===== src/rtl/rlht_pkg.sv =====
// Shared types, widths, constants and angle helpers for the heading turn limiter.
`default_nettype none

package rlht_pkg;

    // Fixed field widths of the request and response.
    localparam int ANG_W    = 20;
    localparam int POS_W    = 20;
    localparam int STEP_W   = 14;
    localparam int OUT_W    = 17;

    // Position difference, one bit wider than a position.
    localparam int D_W      = POS_W + 1;
    // Working width of the turn limiter, room for sums of two angles.
    localparam int DIFF_W   = ANG_W + 2;

    // Vectoring CORDIC datapath: magnitudes are scaled by 2^32.
    localparam int CORDIC_SHIFT = 32;
    localparam int XY_W         = 56;
    localparam int Z_W          = 33;
    localparam int TABLE_LEN    = 24;

    // Angle wrap by reciprocal multiplication.
    localparam int AU_W     = ANG_W + 1;
    localparam int RECIP_SH = 40;
    localparam int RECIP_W  = 28;
    localparam int PROD_W   = AU_W + RECIP_W;
    localparam int Q_W      = PROD_W - RECIP_SH;

    // Parameter defaults.
    localparam int CORDIC_STAGES_DEF   = 16;
    localparam int ANGLE_FRAC_BITS_DEF = 13;

    // Pi in Q.32 and pi/2 in Q.30.
    localparam longint PI_Q32      = 64'sd13493037705;
    localparam longint HALF_PI_Q30 = 64'sd1686629713;

    // Pi rounded to nearest with the given number of fraction bits.
    function automatic longint pi_q(input int frac);
        return (PI_Q32 + (longint'(1) << (31 - frac))) >>> (32 - frac);
    endfunction

    // atan(2^-i) in Q.30; past the tenth stage the angle equals the shift.
    function automatic longint atan_q30(input int idx);
        longint v;
        case (idx)
            0:       v = 64'sd843314857;
            1:       v = 64'sd497837829;
            2:       v = 64'sd263043837;
            3:       v = 64'sd133525159;
            4:       v = 64'sd67021687;
            5:       v = 64'sd33543516;
            6:       v = 64'sd16775851;
            7:       v = 64'sd8388437;
            8:       v = 64'sd4194283;
            9:       v = 64'sd2097149;
            default: v = longint'(1) << (30 - idx);
        endcase
        return v;
    endfunction

    // Everything that rides along the CORDIC next to the vector.
    typedef struct packed {
        logic                     op;
        logic signed [ANG_W-1:0]  cur;
        logic signed [ANG_W-1:0]  tgt;
        logic [STEP_W-1:0]        step;
        logic                     dx_neg;
        logic                     dy_neg;
        logic                     both_zero;
    } t_side;

endpackage

`default_nettype wire


===== src/rtl/rlht_wrap.sv =====
// Two-stage angle wrap to (-pi, pi] using a reciprocal multiply and one correction.
`default_nettype none

module rlht_wrap import rlht_pkg::*; #(
    parameter int ANGLE_FRAC_BITS = ANGLE_FRAC_BITS_DEF
) (
    input  logic                    i_clk,
    input  logic                    i_en,
    input  logic signed [ANG_W-1:0] i_angle,
    output logic signed [ANG_W-1:0] o_angle
);

    localparam longint PI_L     = pi_q(ANGLE_FRAC_BITS);
    localparam longint TWO_PI_L = 2 * PI_L;
    // Smallest multiple of two pi that lifts every input to a nonnegative value.
    localparam longint OFF_L    =
        TWO_PI_L * (((longint'(1) << (ANG_W - 1)) + TWO_PI_L - 1) / TWO_PI_L);
    localparam longint RECIP_L  = (longint'(1) << RECIP_SH) / TWO_PI_L;

    localparam logic [AU_W-1:0]    OFF_V        = AU_W'(OFF_L);
    localparam logic [AU_W-1:0]    PI_V         = AU_W'(PI_L);
    localparam logic [AU_W-1:0]    TWO_PI_V     = AU_W'(TWO_PI_L);
    localparam logic [AU_W-1:0]    PI_PLUS_V    = AU_W'(PI_L + TWO_PI_L);
    localparam logic [AU_W-1:0]    FOUR_PI_V    = AU_W'(2 * TWO_PI_L);
    localparam logic [RECIP_W-1:0] RECIP_V      = RECIP_W'(RECIP_L);

    logic [AU_W-1:0]   n_au, r_au;
    logic [Q_W-1:0]    n_q, r_q;
    logic [AU_W-1:0]   w_rem;
    logic signed [ANG_W-1:0] n_angle, r_angle;

    // Stage one: offset and quotient estimate.
    always_comb begin
        n_au = AU_W'(i_angle) + OFF_V;
        n_q  = Q_W'((PROD_W'(n_au) * PROD_W'(RECIP_V)) >> RECIP_SH);
    end

    // Stage two: remainder in [0, 4 pi), folded into (-pi, pi].
    always_comb begin
        w_rem = r_au - AU_W'(AU_W'(r_q) * TWO_PI_V);
        if (w_rem <= PI_V) begin
            n_angle = ANG_W'(w_rem);
        end else if (w_rem <= PI_PLUS_V) begin
            n_angle = ANG_W'(w_rem - TWO_PI_V);
        end else begin
            n_angle = ANG_W'(w_rem - FOUR_PI_V);
        end
    end

    always_ff @(posedge i_clk) begin
        if (i_en) begin
            r_au    <= n_au;
            r_q     <= n_q;
            r_angle <= n_angle;
        end
    end

    assign o_angle = r_angle;

endmodule

`default_nettype wire


===== config.mk =====
export PLATFORM = sky130hd
export DESIGN_NAME = rlht_wrap
export DESIGN_NICKNAME = d
export VERILOG_FILES = /design/src/rtl/rlht_pkg.sv /design/src/rtl/rlht_wrap.sv
export SDC_FILE = /design/constraint.sdc
export NUM_CORES = 1
export LEC_CHECK = 0
export BUFFER_PORTS_ARGS = -buffer_cell sky130_fd_sc_hd__buf_2
export CAP_MARGIN = 20
export CORE_MARGIN = 3
export CORE_UTILIZATION = 45
export DETAILED_ROUTE_END_ITERATION = 6
export GPL_ROUTABILITY_DRIVEN = 0
export SETUP_SLACK_MARGIN = 0.3
export SYNTH_ARGS = -nofsm -noshare
export SYNTH_HDL_FRONTEND = slang
export SYNTH_SLANG_ARGS = --single-unit

===== constraint.sdc =====
create_clock -name i_clk -period 9.1 [get_ports i_clk]
set_clock_uncertainty 0.05 [all_clocks]
set_input_delay 0.91 -clock i_clk [delete_from_list [all_inputs] [get_ports i_clk]]
set_output_delay 0.91 -clock i_clk [all_outputs]
set_load 0.03 [all_outputs]

==> impl_metrics.yaml <==
timing:
  max-slew-margin-rel_pct: 33.2
  finalCriticalPeriod_ns: 8.18
  finalHoldViolations: 0
  drv_slew: 0
  worst_pin_slew_ns: 0.999
  rsz0062_at_grt: "false"
  period_share_pct: 89.9
  max_freq_mhz: 122
  setup_viol: 0
  setup_tns_ns: 0
  holdWs_ns: 0.406
  setup_ws_ns: 0.923
logic_synthesis:
  syn_area_um2: 11900
  ys_ff_latch: 47
  synth_commonest_cells: "inv_1, ha_1, fa_1"
  synth.avg_cell_area_um2: 10.4
  synth_area_leaders: "fa_1, ha_1, edfxtp_1"
  synth_edf_count: 47
  postSynthCellCount: 1142
  yosys.area.top_type_share_pct: 28.5
  ys_seq_area_share_pct: 11.9
  yosysWarnings: 0
  ys_async_sr_fraction_pct: 0
  synth_nets: 1595
  ys.flop_type: "edfxtp_1"
  synth.most_common_cell: "inv_1"
  synth_top_area_cell: "fa_1"
  synthDistinctLibCells: 79
setup_path:
  crit_family: "adder cells"
  r2r-end: "o_angle[10]$_DFFE_PP_"
  slowest_delay_ns: 0.55
  crit_required_ns: 9.15
  reg2reg_from: "r_q[1]$_DFFE_PP_"
  crit_type: "in2reg"
  critical_path_peak_fanout: 6
  slowest_stage: "xnor2_1"
  path_cells: "buf_2 > o21ai_0 > a21oi_1 > o21ai_0 > a21oi_1 > xnor2_1 > inv_1 > fa_1 > inv_1 > fa_1 > fa_1 > inv_1 > fa_1 > fa_1 > fa_1 > ha_1 > ha_1 > nand4_1 > nor3_1 > nand4_1 > o211ai_1 > nand2_1 > o21a_1 > o311ai_0"
  regToRegSetupSlack_ns: 3.26
  crit_path_end_kind: "flop"
  crit_buf_inv: 4
  crit_path_start_kind: "input pin"
  cp.depth: 24
  crit_start: "i_angle[4]"
  endpoint: "r_q[4]$_DFFE_PP_"
  worst_ep_arrival_time_ns: 8.22
  reg2reg_depth: 19
  crit_top_cell: "fa_1"
cts:
  cts_hold_buf: 0
  post_cts_buffers: 0
  cts_resized: 0
  cts_buffers: 5
  cts_root_buffer: "clkbuf_16"
  cts_tree: "built"
  cts_htree_levels: 2
  clock_path_buffers: 2
  cts_num_sinks: 47
  clk_latency_ns: 0.30
  clk_pin_slew_ns: 0.07
flow_run:
  maxCapViolCount: 0
placed_design:
  place_inst: 1517
  place_ws_ns: 0.608
  place.port_buffers: 41
  dp_hpwl_mm: 24.0
floorplan:
  io_pins: 42
  rows: 58
  die_w_um: 169
  start_util_pct: 46.5
  dieArea_um2: 28400
  die_h_um: 169
  core_um2: 25500
route:
  ant_nets: 0
  drt-total-wl_mm: 26.8
  drcViolationCount: 0
  vias: 8083
  wire_per_inst_um: 17.5
  vias_per_cell: 5.29
  drtIter0Drc: 561
  detail_route.first_pass.iterations: 6
grt:
  grt_pass1_vias: 8772
  grt_usage_pct: 19.9
  antenna_found_initial: 0
  grt_pass1_wl_mm: 44.6
  grt_max_degree: 48
  grt_overflow: 0
run_status:
  status: "finished clean"
hold_path:
  hold_class: "reg2reg"
layout:
  final_nets: 1648
  fin_cells: 1528
  layout-drive-gt1-share_pct: 9.03
  area_growth_pct: 6.99
placed cells by master, fill, tap and decap left out, types with 7 or more instances in the layout:
cell type,n
mux2i_1,7
xor2_1,21
inv_1,280
o21ai_0,16
a21oi_1,36
a31oi_1,8
buf_2,41
xnor2_1,39
a21o_1,22
nand4_1,10
and3_1,8
edfxtp_1,47
o211ai_1,9
nand2_1,36
nand3_1,15
nor3_1,15
ha_1,262
nor2_1,28
buf_4,15
fa_1,169
metal layers:
layer | vias up | GRT usage, % | wire length [um]
met1 | 4004 | 24.8 | 11300
met5 | - | 0 | 0
met3 | 27 | 2.29 | 973
met2 | 142 | 37.1 | 14000
li1 | 3910 | - | -
met4 | 0 | 4.52 | 587
cell type report:
class	instances	area, um^2
clock buffers	5	125
fillers	2370	12800
well taps	330	413
clock inverters	3	17.5
diodes	2	5.00
repair buffers	57	338
inverters	280	1050
flip-flops and latches	47	1410
multi-input cells	804	9360
logic make-up after synthesis:
logic type / synth area share, %
AO/OA/AOI/OAI: 10.5
XOR/XNOR: 5.24
adder cells (fa/ha/maj): 56.0
buffers and inverters: 9.41
flip-flops: 11.9
multiplexers: 0.905
AND/OR/NAND/NOR: 6.02
metrics by stage:
stage	area, um^2	utilization [%]
finish	12700	49.8
global route	12700	49.8
global placement	12500	49.1
detailed placement	12500	49.1
floorplan	11900	-
CTS	12700	49.7
sequential cells by signal (all words and copies together), names as in the netlist:
register	cells
r_q	6
r_au	21
o_angle	20
worst min path at each step:
stage | depth (start not counted) | to | startpoint
4_1_cts | 0 | o_angle[1]$_DFFE_PP_ | r_au[1]$_DFFE_PP_
6_report | 0 | o_angle[0]$_DFFE_PP_ | r_au[0]$_DFFE_PP_
3_5_place_dp | 0 | o_angle[1]$_DFFE_PP_ | r_au[1]$_DFFE_PP_
2_1_floorplan | 0 | o_angle[2]$_DFFE_PP_ | r_au[2]$_DFFE_PP_
5_1_grt | 0 | o_angle[0]$_DFFE_PP_ | r_au[0]$_DFFE_PP_
3_3_place_gp | 0 | o_angle[0]$_DFFE_PP_ | r_au[0]$_DFFE_PP_
Power is left out: the tool's default activity adds up to more than one toggle a clock period on the data nets, which glitch-free logic cannot reach.
