**src/rtl/rlht_pkg.sv**
```systemverilog
// Shared types, widths, constants and angle helpers for the heading turn limiter.
`default_nettype none

package rlht_pkg;

    // Fixed field widths of the request and response.
    localparam int ANG_W    = 20;
    localparam int POS_W    = 20;
    localparam int STEP_W   = 14;
    localparam int OUT_W    = 17;

    // Position difference, one bit wider than a position.
    localparam int D_W      = POS_W + 1;
    // Working width of the turn limiter, room for sums of two angles.
    localparam int DIFF_W   = ANG_W + 2;

    // Vectoring CORDIC datapath: magnitudes are scaled by 2^32.
    localparam int CORDIC_SHIFT = 32;
    localparam int XY_W         = 56;
    localparam int Z_W          = 33;
    localparam int TABLE_LEN    = 24;

    // Angle wrap by reciprocal multiplication.
    localparam int AU_W     = ANG_W + 1;
    localparam int RECIP_SH = 40;
    localparam int RECIP_W  = 28;
    localparam int PROD_W   = AU_W + RECIP_W;
    localparam int Q_W      = PROD_W - RECIP_SH;

    // Parameter defaults.
    localparam int CORDIC_STAGES_DEF   = 16;
    localparam int ANGLE_FRAC_BITS_DEF = 13;

    // Pi in Q.32 and pi/2 in Q.30.
    localparam longint PI_Q32      = 64'sd13493037705;
    localparam longint HALF_PI_Q30 = 64'sd1686629713;

    // Pi rounded to nearest with the given number of fraction bits.
    function automatic longint pi_q(input int frac);
        return (PI_Q32 + (longint'(1) << (31 - frac))) >>> (32 - frac);
    endfunction

    // atan(2^-i) in Q.30; past the tenth stage the angle equals the shift.
    function automatic longint atan_q30(input int idx);
        longint v;
        case (idx)
            0:       v = 64'sd843314857;
            1:       v = 64'sd497837829;
            2:       v = 64'sd263043837;
            3:       v = 64'sd133525159;
            4:       v = 64'sd67021687;
            5:       v = 64'sd33543516;
            6:       v = 64'sd16775851;
            7:       v = 64'sd8388437;
            8:       v = 64'sd4194283;
            9:       v = 64'sd2097149;
            default: v = longint'(1) << (30 - idx);
        endcase
        return v;
    endfunction

    // Everything that rides along the CORDIC next to the vector.
    typedef struct packed {
        logic                     op;
        logic signed [ANG_W-1:0]  cur;
        logic signed [ANG_W-1:0]  tgt;
        logic [STEP_W-1:0]        step;
        logic                     dx_neg;
        logic                     dy_neg;
        logic                     both_zero;
    } t_side;

endpackage

`default_nettype wire

```
**src/rtl/rlht_limit.sv**
```systemverilog
// Target angle recovery from the CORDIC phase, then the rate-limited turn.
`default_nettype none

module rlht_limit import rlht_pkg::*; #(
    parameter int ANGLE_FRAC_BITS = ANGLE_FRAC_BITS_DEF
) (
    input  logic                    i_clk,
    input  logic                    i_rst_n,
    input  logic                    i_en,
    input  logic                    i_valid,
    input  logic signed [Z_W-1:0]   i_z,
    input  t_side                   i_side,
    output logic                    o_valid,
    output logic signed [OUT_W-1:0] o_new_angle
);

    localparam logic signed [Z_W-1:0]    HALF_V = Z_W'(HALF_PI_Q30);
    localparam logic signed [Z_W-1:0]    RND_V  = Z_W'(longint'(1) << (29 - ANGLE_FRAC_BITS));
    localparam int                       RND_SH = 30 - ANGLE_FRAC_BITS;
    localparam logic signed [ANG_W-1:0]  PI_V   = ANG_W'(pi_q(ANGLE_FRAC_BITS));
    localparam logic signed [DIFF_W-1:0] TWO_PI_D = DIFF_W'(2 * pi_q(ANGLE_FRAC_BITS));

    // Stage P: clamp, round and place the phase in its quadrant; a given target or a zero vector bypasses it.
    logic signed [Z_W-1:0]   w_zc, w_zr;
    logic signed [ANG_W-1:0] w_a, w_ax, w_ay, n_t;
    logic signed [ANG_W-1:0] r_t, r_b;
    logic [STEP_W-1:0]       r_s;
    logic                    r_p_vld;

    always_comb begin
        if (i_z < 0) begin
            w_zc = '0;
        end else if (i_z > HALF_V) begin
            w_zc = HALF_V;
        end else begin
            w_zc = i_z;
        end
        w_zr = (w_zc + RND_V) >>> RND_SH;
        w_a  = ANG_W'(w_zr);
        w_ax = i_side.dx_neg ? PI_V - w_a : w_a;
        w_ay = i_side.dy_neg ? -w_ax : w_ax;
        if (!i_side.op) begin
            n_t = i_side.tgt;
        end else if (i_side.both_zero) begin
            n_t = '0;
        end else begin
            n_t = w_ay;
        end
    end

    always_ff @(posedge i_clk) begin
        if (i_en) begin
            r_t <= n_t;
            r_b <= i_side.cur;
            r_s <= i_side.step;
        end
    end

    // Stage L: step along the shorter arc, or snap when within one step.
    logic signed [DIFF_W-1:0] w_t, w_b, w_s, w_d, w_ad, w_right, w_left, w_spin, w_res;
    logic                     w_same;
    logic [OUT_W-1:0]         n_out, r_out;
    logic                     r_o_vld;

    always_comb begin
        w_t     = DIFF_W'(r_t);
        w_b     = DIFF_W'(r_b);
        w_s     = signed'(DIFF_W'(r_s));
        w_d     = w_t - w_b;
        w_ad    = (w_d < 0) ? -w_d : w_d;
        w_same  = (w_t >= 0 && w_b >= 0) || (w_t <= 0 && w_b <= 0);
        w_right = ((w_t < 0) ? -w_t : w_t) + ((w_b < 0) ? -w_b : w_b);
        w_left  = TWO_PI_D - w_right;
        if (w_left < 0) begin
            w_left = -w_left;
        end
        w_spin  = (w_b > 0) ? w_s : -w_s;
        if (w_same) begin
            if (w_ad <= w_s) begin
                w_res = w_t;
            end else if (w_b < w_t) begin
                w_res = w_b + w_s;
            end else begin
                w_res = w_b - w_s;
            end
        end else begin
            if (w_right <= w_s || w_left <= w_s) begin
                w_res = w_t;
            end else if (w_right < w_left) begin
                w_res = w_b - w_spin;
            end else begin
                w_res = w_b + w_spin;
            end
        end
        n_out = w_res[OUT_W-1:0];
    end

    always_ff @(posedge i_clk) begin
        if (i_en) begin
            r_out <= n_out;
        end
    end

    always_ff @(posedge i_clk) begin
        if (!i_rst_n) begin
            r_p_vld <= 1'b0;
            r_o_vld <= 1'b0;
        end else if (i_en) begin
            r_p_vld <= i_valid;
            r_o_vld <= r_p_vld;
        end
    end

    assign o_valid     = r_o_vld;
    assign o_new_angle = signed'(r_out);

    // A recovered or given target always lies in the closed range [-pi, pi].
    a_tgt_range: assert property (@(posedge i_clk) disable iff (!i_rst_n)
        r_p_vld |-> (r_t >= -PI_V && r_t <= PI_V))
        else $error("target heading outside [-pi, pi]");

    // A result snapped on the same-sign branch is taken into the output register as computed.
    a_snap: assert property (@(posedge i_clk) disable iff (!i_rst_n)
        (i_en && r_p_vld && w_same && w_ad <= w_s) |=> (r_out == $past(n_out)))
        else $error("snapped heading not registered");

endmodule

`default_nettype wire

```
**config.mk**
```make
export PLATFORM = sky130hd
export DESIGN_NAME = rlht_limit
export DESIGN_NICKNAME = d
export VERILOG_FILES = /design/src/rtl/rlht_pkg.sv /design/src/rtl/rlht_limit.sv
export SDC_FILE = /design/constraint.sdc
export NUM_CORES = 1
export LEC_CHECK = 0
export BUFFER_PORTS_ARGS = -buffer_cell sky130_fd_sc_hd__buf_4
export CAP_MARGIN = 20
export CORE_UTILIZATION = 55
export DETAILED_ROUTE_END_ITERATION = 10
export PLACE_DENSITY = 0.75
export SETUP_SLACK_MARGIN = 0.2
export SLEW_MARGIN = 20
export SYNTH_ARGS = -nofsm -noshare
export SYNTH_HDL_FRONTEND = slang
export SYNTH_SLANG_ARGS = --single-unit
```
**constraint.sdc**
```tcl
create_clock -name i_clk -period 13.2 [get_ports i_clk]
set_input_delay 2.64 -clock i_clk [delete_from_list [all_inputs] [get_ports i_clk]]
set_output_delay 2.64 -clock i_clk [all_outputs]
set_load 0.02 [all_outputs]
```
==> impl_metrics.toml <==
[clocking]
cts_buffers = 9
cts_buffer_depth = 2
clkLatencyLatePin_ns = 0.35
clkSinkCount = 73
cts_setup_buffers = 0
postCtsHoldBufs = 0
cts_resized = 0
cts_tree = "done"
clk_pin_slew_ns = 0.06
cts-root-buf = "clkbuf_16"
cts-htree-levels = 3

[synthesis]
synth_edf_count = 71
syn_inst = 1547
async_flop_share_pct = 0
seq_area_frac_synth_pct = 18.1
ys_seq_elements = 73
yosysUniqueCellTypes = 82
ys.warnings.count = 0
synth_flop_cell = "edfxtp_1"
syn_area_um2 = 12000
avgSynthCellArea_um2 = 7.77

[critical_path]
cp_slowest_cell = "or4_1"
worst_setup_path_end_kind = "flop"
critPathArrivalTime_ns = 11.83
startpoint_type = "flop"
crit_fanout = 18
critPathMaxStageDelay_ns = 0.52
path_class = "flop to flop"
required_ns = 13.35

[timing]
worstMarginPinSlew_ns = 1.05
setup_viol = 0
timing.final.crit_share_pct = 88.5
hold_viol = 0
fmax_mhz = 85.6
slew_headroom_pct = 28.3
fin_setup_tns_ns = 0
fin_crit_ns = 11.68
rsz0062_at_grt = "false"
drv_slew = 0
skew_ns = 0.00792

[run_status]
outcome = "completed"

[floorplanning]
fp.dieArea_um2 = 22500
die_y_um = 150
die_w_um = 150
coreArea_um2 = 21200
initial_core_util_pct = 56.7
num_rows = 53
ios = 113

[power_and_ir_drop]
cellPowerDensity_nw_per_um2 = 206
p_sw_share_pct = 50.3
power_frac_seq_pct = 12.8
power.internal_uw = 1370
p_leak_uw = 0.00574
ir_worst_vdd_uv = 131
power_frac_comb_pct = 78.2
clock_power_share_pct = 9.0
switching_power_uw = 1390

[global_routing]
grt_antenna_before_repair = 0
gr-total-overflow = 0
grt_pass1_vias = 11023
grt_start_max_net_pins = 74
grtUsageTotal_pct = 30.6
grt_first_pass_wirelength_um = 54400

[min_path]
hold_class = "flop to flop"

[placement]
post-dp-hpwl_um = 28500
gp_congestion = 0.974
numPortBuffers = 112
placed_area_um2 = 13100

[flow_run]
maxCapViolations = 0

[route]
wire_per_inst_um = 17.9
first_iter_violations = 693
vias_per_cell = 6.14
drc = 0
ant_nets = 0
finalWirelength_um = 34400
dr_total_vias = 11795
dr.pass1.iters = 5

[final_layout]
n_antenna_cell = 0
final_area_um2 = 13400
fillers = 1894
drive_above_1_share_pct = 9.96
nNetsFinal = 1878
ff_latch_area_um2 = 2170
multi_input_area_um2 = 9270
areaGrowthSynthToFinish_pct = 11.7
## per-stage QoR
stage               util, %  setup slack, ns  hold WS, ns  total power, µW  instances
finish                 63.3             1.52        0.528             2770       1921
global route           63.3            0.567        0.557             3020       1921
CTS                    63.2             1.69        0.532             2740       1921
detailed placement     61.8             1.74        0.516             2480       1905
global placement       61.8             2.12        0.502             2440       1905
floorplan                 -             2.89        0.482             1990       1548
## cell usage after synthesis (all sizes together) (10+ instances only)
cell | instances | area, µm²
nand2 | 156 | 586
a21oi | 77 | 385
or2 | 10 | 62.6
or4 | 12 | 90.1
nand4 | 28 | 175
o31ai | 24 | 185
xor2 | 46 | 403
edfxtp | 71 | 2130
a22o | 12 | 105
a211oi | 15 | 130
nand3 | 42 | 210
ha | 138 | 1730
o21a | 14 | 105
inv | 117 | 439
nor2b | 20 | 125
nor2 | 107 | 404
nand2b | 31 | 194
clkbuf | 33 | 124
or3 | 22 | 138
a21o | 37 | 278
a31oi | 18 | 113
o21ai | 114 | 571
nor4 | 17 | 106
and3 | 16 | 100
o211ai | 12 | 90.1
nor3 | 45 | 225
mux2i | 14 | 140
xnor2 | 147 | 1310
## final timing paths
kind | cells past startpoint | end | slack (ns) | startpoint
worst min-delay path | 2 | r_p_vld | 0.53 | r_p_vld
worst min register to register | 2 | r_p_vld | 0.53 | r_p_vld
worst max register to register | 53 | o_new_angle[15] | 1.52 | r_b[4]
worst max-delay path | 53 | o_new_angle[15] | 1.52 | r_b[4]
## power groups by stage
stage / combinational (µW) / sequential, µW / clock (µW)
4_1_cts: 2140 / 354 / 250
5_1_grt: 2400 / 359 / 256
3_3_place_gp: 2080 / 358 / 0
3_5_place_dp: 2120 / 356 / 0
2_1_floorplan: 1620 / 373 / 0
6_report: 2160 / 355 / 249
## critical path, delay by kind of cell, from the launching register on
| kind | cells | cell delay (ns) |
|---|---|---|
| flip-flops | 1 | 0.50 |
| buffers and inverters | 4 | 0.59 |
| multiplexers | 1 | 0.13 |
| AND/OR/NAND/NOR | 18 | 3.95 |
| XOR/XNOR | 5 | 0.77 |
| AO/OA/AOI/OAI | 22 | 4.47 |
| adder cells (fa/ha/maj) | 3 | 1.01 |
## cell usage in the layout, fill, tap and decap left out, types with 12 or more instances in the layout
cell	count
nor3_1	45
or3_1	22
or4_1	12
ha_1	138
a211oi_1	12
nand3_1	42
nand2_1	156
nand2b_1	31
nor2_1	106
xor2_1	46
nand4_1	28
buf_4	120
mux2i_1	14
o21ai_0	111
a21oi_1	77
xnor2_1	144
nor2b_1	20
and3_1	16
a22o_1	12
inv_1	115
o21a_1	14
o31ai_1	23
a31oi_1	18
nor4_1	17
a21o_1	37
edfxtp_1	71
o211ai_1	12
## metal layers
metal  part of all wire (%)  wire [µm]  GRT usage (%)
met5                      0          0              0
met3                    5.2       1800           3.05
met2                     48      16400           53.6
met4                    3.0       1020           11.5
met1                     44      15200           38.7
## registers in the layout, indices dropped and copies added, names as in the netlist
register and cells:
o_new_angle 17, o_valid 1, r_b 20, r_p_vld 1
r_s 14, r_t 20
## cell families (layout without fill, tap and decap cells)
| kind of cell | Yosys count | after routing | share of synthesized area [%] |
|---|---|---|---|
| buf+inv | 157 | 255 | 4.99 |
| other cells | 1 | 2 | 0.0312 |
| mux | 15 | 15 | 1.26 |
| simple gates | 543 | 543 | 22.7 |
| xor+xnor | 193 | 193 | 14.2 |
| compound gates | 423 | 423 | 23.7 |
| fa+ha+maj | 142 | 142 | 15.0 |
| flops | 73 | 73 | 18.1 |
## cell type report
cell class / instances / share of cell area (%)
Clock buffer: 10 / 1.71
Inverter: 119 / 3.33
Clock inverter: 6 / 0.503
Tap cell: 275 / 2.56
Multi-Input combinational cell: 1318 / 69.0
Timing Repair Buffer: 120 / 6.71
Sequential cell: 73 / 16.2
Power figures use the tool's default switching activity.
